[src/rtl/wbg_pkg.sv]
// Shared types, constants and helpers for the world boundary geometry block.
package wbg_pkg;

	// fixed point format of all coordinates and lengths
	localparam int FRAC_BITS = 16;
	localparam logic [30:0] ONE_FX = 31'(64'd1 << FRAC_BITS);
	localparam logic [30:0] RADIUS_MIN = 31'(64'd10 << FRAC_BITS);

	// square root unit: 66-bit radicand, 33-bit root
	localparam int SQ_ROOT_W = 33;
	localparam int SQ_RAD_W = 2 * SQ_ROOT_W;

	// divider unit: 63-bit dividend, 33-bit divisor, 31-bit quotient
	localparam int DIV_DVD_W = 63;
	localparam int DIV_DVS_W = 33;
	localparam int DIV_QUO_W = 31;

	typedef enum logic [1:0] {
		FUNC_INSIDE = 2'd0,
		FUNC_CLAMP  = 2'd1,
		FUNC_WRAP   = 2'd2,
		FUNC_DIST   = 2'd3
	} func_t;

	typedef enum logic [2:0] {
		REG_SHAPE  = 3'd0,
		REG_WIDTH  = 3'd1,
		REG_HEIGHT = 3'd2,
		REG_RADIUS = 3'd3,
		REG_CX     = 3'd4,
		REG_CY     = 3'd5
	} reg_idx_t;

	typedef struct packed {
		func_t              func;
		logic signed [31:0] x;
		logic signed [31:0] y;
		logic        [30:0] r;
	} wbg_item_t;

	typedef struct packed {
		wbg_item_t             item;
		logic [SQ_ROOT_W-1:0]  len;
		logic                  keep;
		logic                  sx;
		logic                  sy;
	} wbg_div_side_t;

	function automatic logic signed [31:0] sat32(input logic signed [35:0] v);
		logic signed [31:0] res;
		if (v > 36'sh0_7FFF_FFFF)
			res = 32'sh7FFF_FFFF;
		else if (v < -36'sh0_8000_0000)
			res = 32'sh8000_0000;
		else
			res = v[31:0];
		return res;
	endfunction

endpackage

[src/rtl/wbg_isqrt.sv]
// Pipelined integer square root, one root bit per stage.
module wbg_isqrt #(
	parameter int SIDE_W = 1
) (
	input  logic                          clk,
	input  logic                          arst_n,
	input  logic                          en,
	input  logic                          in_valid,
	input  logic [wbg_pkg::SQ_RAD_W-1:0]  in_rad,
	input  logic [SIDE_W-1:0]             in_side,
	output logic                          out_valid,
	output logic [wbg_pkg::SQ_ROOT_W-1:0] out_root,
	output logic [SIDE_W-1:0]             out_side
);

	localparam int N = wbg_pkg::SQ_ROOT_W;
	localparam int RAD_W = wbg_pkg::SQ_RAD_W;
	localparam int REM_W = N + 2;

	logic             vld_s  [N+1];
	logic [RAD_W-1:0] rad_s  [N+1];
	logic [REM_W-1:0] rem_s  [N+1];
	logic [N-1:0]     root_s [N+1];
	logic [SIDE_W-1:0] side_s [N+1];

	assign vld_s[0]  = in_valid;
	assign rad_s[0]  = in_rad;
	assign rem_s[0]  = '0;
	assign root_s[0] = '0;
	assign side_s[0] = in_side;

	for (genvar k = 0; k < N; k++) begin : g_stage
		localparam int I = N - 1 - k;
		logic [REM_W+1:0] rt;
		logic [REM_W+1:0] tr;
		logic [REM_W+1:0] df;
		logic             ge;

		always_comb begin
			rt = {rem_s[k], rad_s[k][2*I +: 2]};
			tr = (REM_W+2)'({root_s[k], 2'b01});
			ge = (rt >= tr);
			df = rt - tr;
		end

		always_ff @(posedge clk or negedge arst_n) begin
			if (!arst_n)
				vld_s[k+1] <= 1'b0;
			else if (en)
				vld_s[k+1] <= vld_s[k];
		end

		always_ff @(posedge clk) begin
			if (en) begin
				rad_s[k+1]  <= rad_s[k];
				side_s[k+1] <= side_s[k];
				rem_s[k+1]  <= ge ? df[REM_W-1:0] : rt[REM_W-1:0];
				root_s[k+1] <= {root_s[k][N-2:0], ge};
			end
		end
	end

	assign out_valid = vld_s[N];
	assign out_root  = root_s[N];
	assign out_side  = side_s[N];

endmodule

[config.mk]
export PLATFORM = sky130hd
export DESIGN_NAME = wbg_isqrt
export DESIGN_NICKNAME = d
export VERILOG_FILES = /design/src/rtl/wbg_pkg.sv /design/src/rtl/wbg_isqrt.sv
export SDC_FILE = /design/constraint.sdc
export NUM_CORES = 2
export LEC_CHECK = 0
export BUFFER_PORTS_ARGS = -buffer_cell sky130_fd_sc_hd__buf_4
export CORE_MARGIN = 2
export CORE_UTILIZATION = 45
export CTS_BUF_LIST = sky130_fd_sc_hd__clkbuf_8
export CTS_CLUSTER_DIAMETER = 120
export DETAILED_ROUTE_END_ITERATION = 12
export HOLD_SLACK_MARGIN = 0.1
export PLACE_DENSITY = 0.58
export REMOVE_ABC_BUFFERS = 1
export SKIP_LAST_GASP = 1
export SYNTH_ARGS = -nofsm -noshare
export SYNTH_HDL_FRONTEND = slang
export SYNTH_SLANG_ARGS = --single-unit
[constraint.sdc]
create_clock -name clk -period 7.48 [get_ports clk]
set_input_delay 0.374 -clock clk [delete_from_list [all_inputs] [get_ports clk]]
set_output_delay 0.374 -clock clk [all_outputs]
set_load 0.02 [all_outputs]
==> flow_summary.json <==
{
  "status": "finished, final reports clean",
  "finalCritPeriodShare": 0.683,
  "clk_latency_ns": 1.09,
  "worst_ep_required_time_ns": 8.27,
  "final_cell_mix": "edfxtp_1, inv_1, nand2_1, ha_1, a21oi_1",
  "antenna_found_initial": 3,
  "viasPerCell": 5.28,
  "synthCells": 9766,
  "r2r_slack_ns": 2.37,
  "setup-tns-final_ns": 0,
  "setup-violations-final": 0,
  "timing.rr.end": "g_stage[29].rt[34]",
  "startpoint": "g_stage[28].rt[2]",
  "worstSetupEndpoint": "g_stage[29].rt[34]",
  "die_h_um": 535,
  "place_congestion": 0.893,
  "worstPathArrival_ns": 5.90,
  "pwr-share-clk": 0.303,
  "multiInputGateArea_um2": 40900,
  "cts_root_buf": "clkbuf_8",
  "drt-total-wl_mm": 271,
  "ff_latch_area_um2": 82400,
  "powerDensity_nw_per_um2": 298,
  "grt_overflow": 0,
  "clock-sinks": 2750,
  "grt_pass1_vias": 76400,
  "rows": 194,
  "yosys_register_bits": 2750,
  "power_frac_seq": 0.491,
  "drt_first_pass_iters": 6,
  "wl_per_cell_um": 18.7,
  "min-delay-path-class": "primary input to async pin",
  "hold_viol": 0,
  "fmax_mhz": 196,
  "power_frac_comb": 0.206,
  "drv_cap": 0,
  "drv_slew": 0,
  "critPathKind": "register to register",
  "crit_fanout": 43,
  "power.switching_w": 0.0126,
  "startpoint_type": "register",
  "drcViolationCount": 0,
  "syn_area_per_cell_um2": 13.0,
  "ios": 106,
  "area_growth_pct": 12.4,
  "fp.dieW_um": 535,
  "p_sw_frac": 0.297,
  "cts_tree": "built",
  "fin_crit_ns": 5.11,
  "drtIter0Drc": 5082,
  "placed_area_um2": 132000,
  "max_slew_margin": 0.141,
  "async_flop_share": 0.0120,
  "final_common_cell": "edfxtp_1",
  "final.setup_skew_ns": 0.0923,
  "rsz0062_at_grt": "false",
  "fillCellCount": 24100,
  "final_layout_size_suffix_gt1_frac": 0.0864,
  "start_util": 0.453,
  "dieArea_um2": 286000,
  "intPower_w": 0.0298,
  "ys_seq_area_frac": 0.650,
  "final_design_area_no_fill_um2": 143000,
  "yosysUniqueCellTypes": 87,
  "htree_levels": 5,
  "vias": 76300,
  "cts_buffers": 455,
  "track_usage": 0.187,
  "clk_pin_slew_worst_paths_ns": 0.06,
  "ff2ff_path_depth": 11,
  "grt_start_max_net_pins": 195,
  "synth_edf_count": 2717,
  "leakage_nw": 54.8,
  "vdd_drop_max_mv": 0.164,
  "worst_pin_slew_ns": 1.26,
  "reg2reg_from": "g_stage[28].rt[2]",
  "grt_pass1_wl_mm": 425,
  "post-cts-setup-buffer-count": 0,
  "coreArea_um2": 280000,
  "hpwl_mm": 192,
  "cts_max_path_buffers": 4,
  "antenna_left": 0,
  "portBuffers": 105,
  "yosysWarnings": 0,
  "ys.flop_type": "edfxtp_1",
  "nets": 11000,
  "netlist_area_um2": 127000,
  "worstSetupEndpointType": "register"
}
-- state kept, by name (all words and copies together), names as in the netlist --
name,flops
vld_s,32
rad_s,992
out_root,33
out_valid,1
g_stage.rt,1131
side_s,32
out_side,1
g_stage.tr,528
-- stage by stage --
| step | total power [W] | setup slack, ns | utilization | std cells | hold WS [ns] |
|---|---|---|---|---|---|
| after floorplan | 0.0268 | 0.267 | - | 9582 | 0.0784 |
| after global placement | 0.0297 | 2.51 | 0.473 | 13500 | 0.329 |
| after detailed placement | 0.0298 | 2.48 | 0.473 | 13500 | 0.341 |
| after CTS | 0.0430 | 2.43 | 0.509 | 14400 | 0.157 |
| after global routing | 0.0449 | 2.03 | 0.509 | 14400 | 0.293 |
| final | 0.0424 | 2.37 | 0.509 | 14400 | 0.304 |
-- worst min path at each step --
stage | to | slack [ns]
5_1_grt | vld_s[6] | 0.29
4_1_cts | vld_s[2] | 0.16
3_5_place_dp | out_valid | 0.34
2_1_floorplan | out_valid | 0.08
3_3_place_gp | out_valid | 0.33
6_report | vld_s[2] | 0.30
-- per-layer routing --
| layer | part of all wire | up-vias | global-route usage |
|---|---|---|---|
| li1 | - | 37300 | - |
| met1 | 0.43 | 36900 | 0.236 |
| met2 | 0.50 | 1675 | 0.327 |
| met3 | 0.042 | 493 | 0.0264 |
| met4 | 0.031 | 0 | 0.0639 |
| met5 | 0 | - | 0 |
-- synthesized netlist by cell type, drive strengths merged, types with 107 or more instances --
cell,n,area [um2]
xnor2,452,3960
nor4,119,751
nand2,731,2750
nand2b,129,807
o21a,107,803
nor2,541,2030
edfxtp,2717,81600
o21ai,546,2730
or3,116,731
inv,762,2860
a21o,267,2000
nor3,245,1230
nand3,148,741
ha,596,7460
clkbuf,161,604
a21oi,585,2930
xor2,448,3920
-- critical path, stage by stage (launching register included) --
cell	delay, ns
edfxtp_1	0.39
ha_1	0.36
o21ai_0	0.17
a2111oi_0	0.69
a221oi_1	0.28
a2111oi_0	0.91
o21ai_0	0.30
o21ai_0	0.58
a21boi_4	0.29
buf_4	0.34
nor4b_1	0.40
xor2_1	0.11
-- final cells by class --
cell class	count	share of cell area
Tap cell	3724	0.0327
Timing Repair Buffer	303	0.0200
Clock buffer	458	0.0442
Antenna cell	2	0.0000351
Inverter	764	0.0201
Clock inverter	377	0.0177
Sequential cell	2750	0.578
Multi-Input combinational cell	6068	0.287
-- logic make-up (layout without fill, tap and decap cells) --
kind of cell,Yosys count,count (layout),share of synthesized area
adders and majority gates,596,596,0.0588
AOI/OAI and AO/OA,1954,1954,0.0948
muxes,94,94,0.00821
buffers and inverters,948,1902,0.0282
other,1,3,0.0000296
and+or+nand+nor,2523,2523,0.0979
xor gates and xnor gates,900,900,0.0622
DFF,2750,2750,0.650
-- power groups by stage --
stage	combinational [W]	clock, W	sequential, W
6_report	0.00872	0.0129	0.0208
5_1_grt	0.00977	0.0140	0.0210
4_1_cts	0.00876	0.0134	0.0209
3_5_place_dp	0.00865	0	0.0212
3_3_place_gp	0.00852	0	0.0211
2_1_floorplan	0.00628	0	0.0205
-- timing repair --
action                    4_1_cts  5_1_grt
resized for setup               0        0
hold endpoints to repair      209        0
hold buffers                  141        0
Note: power is estimated with default switching activity, not from simulation.
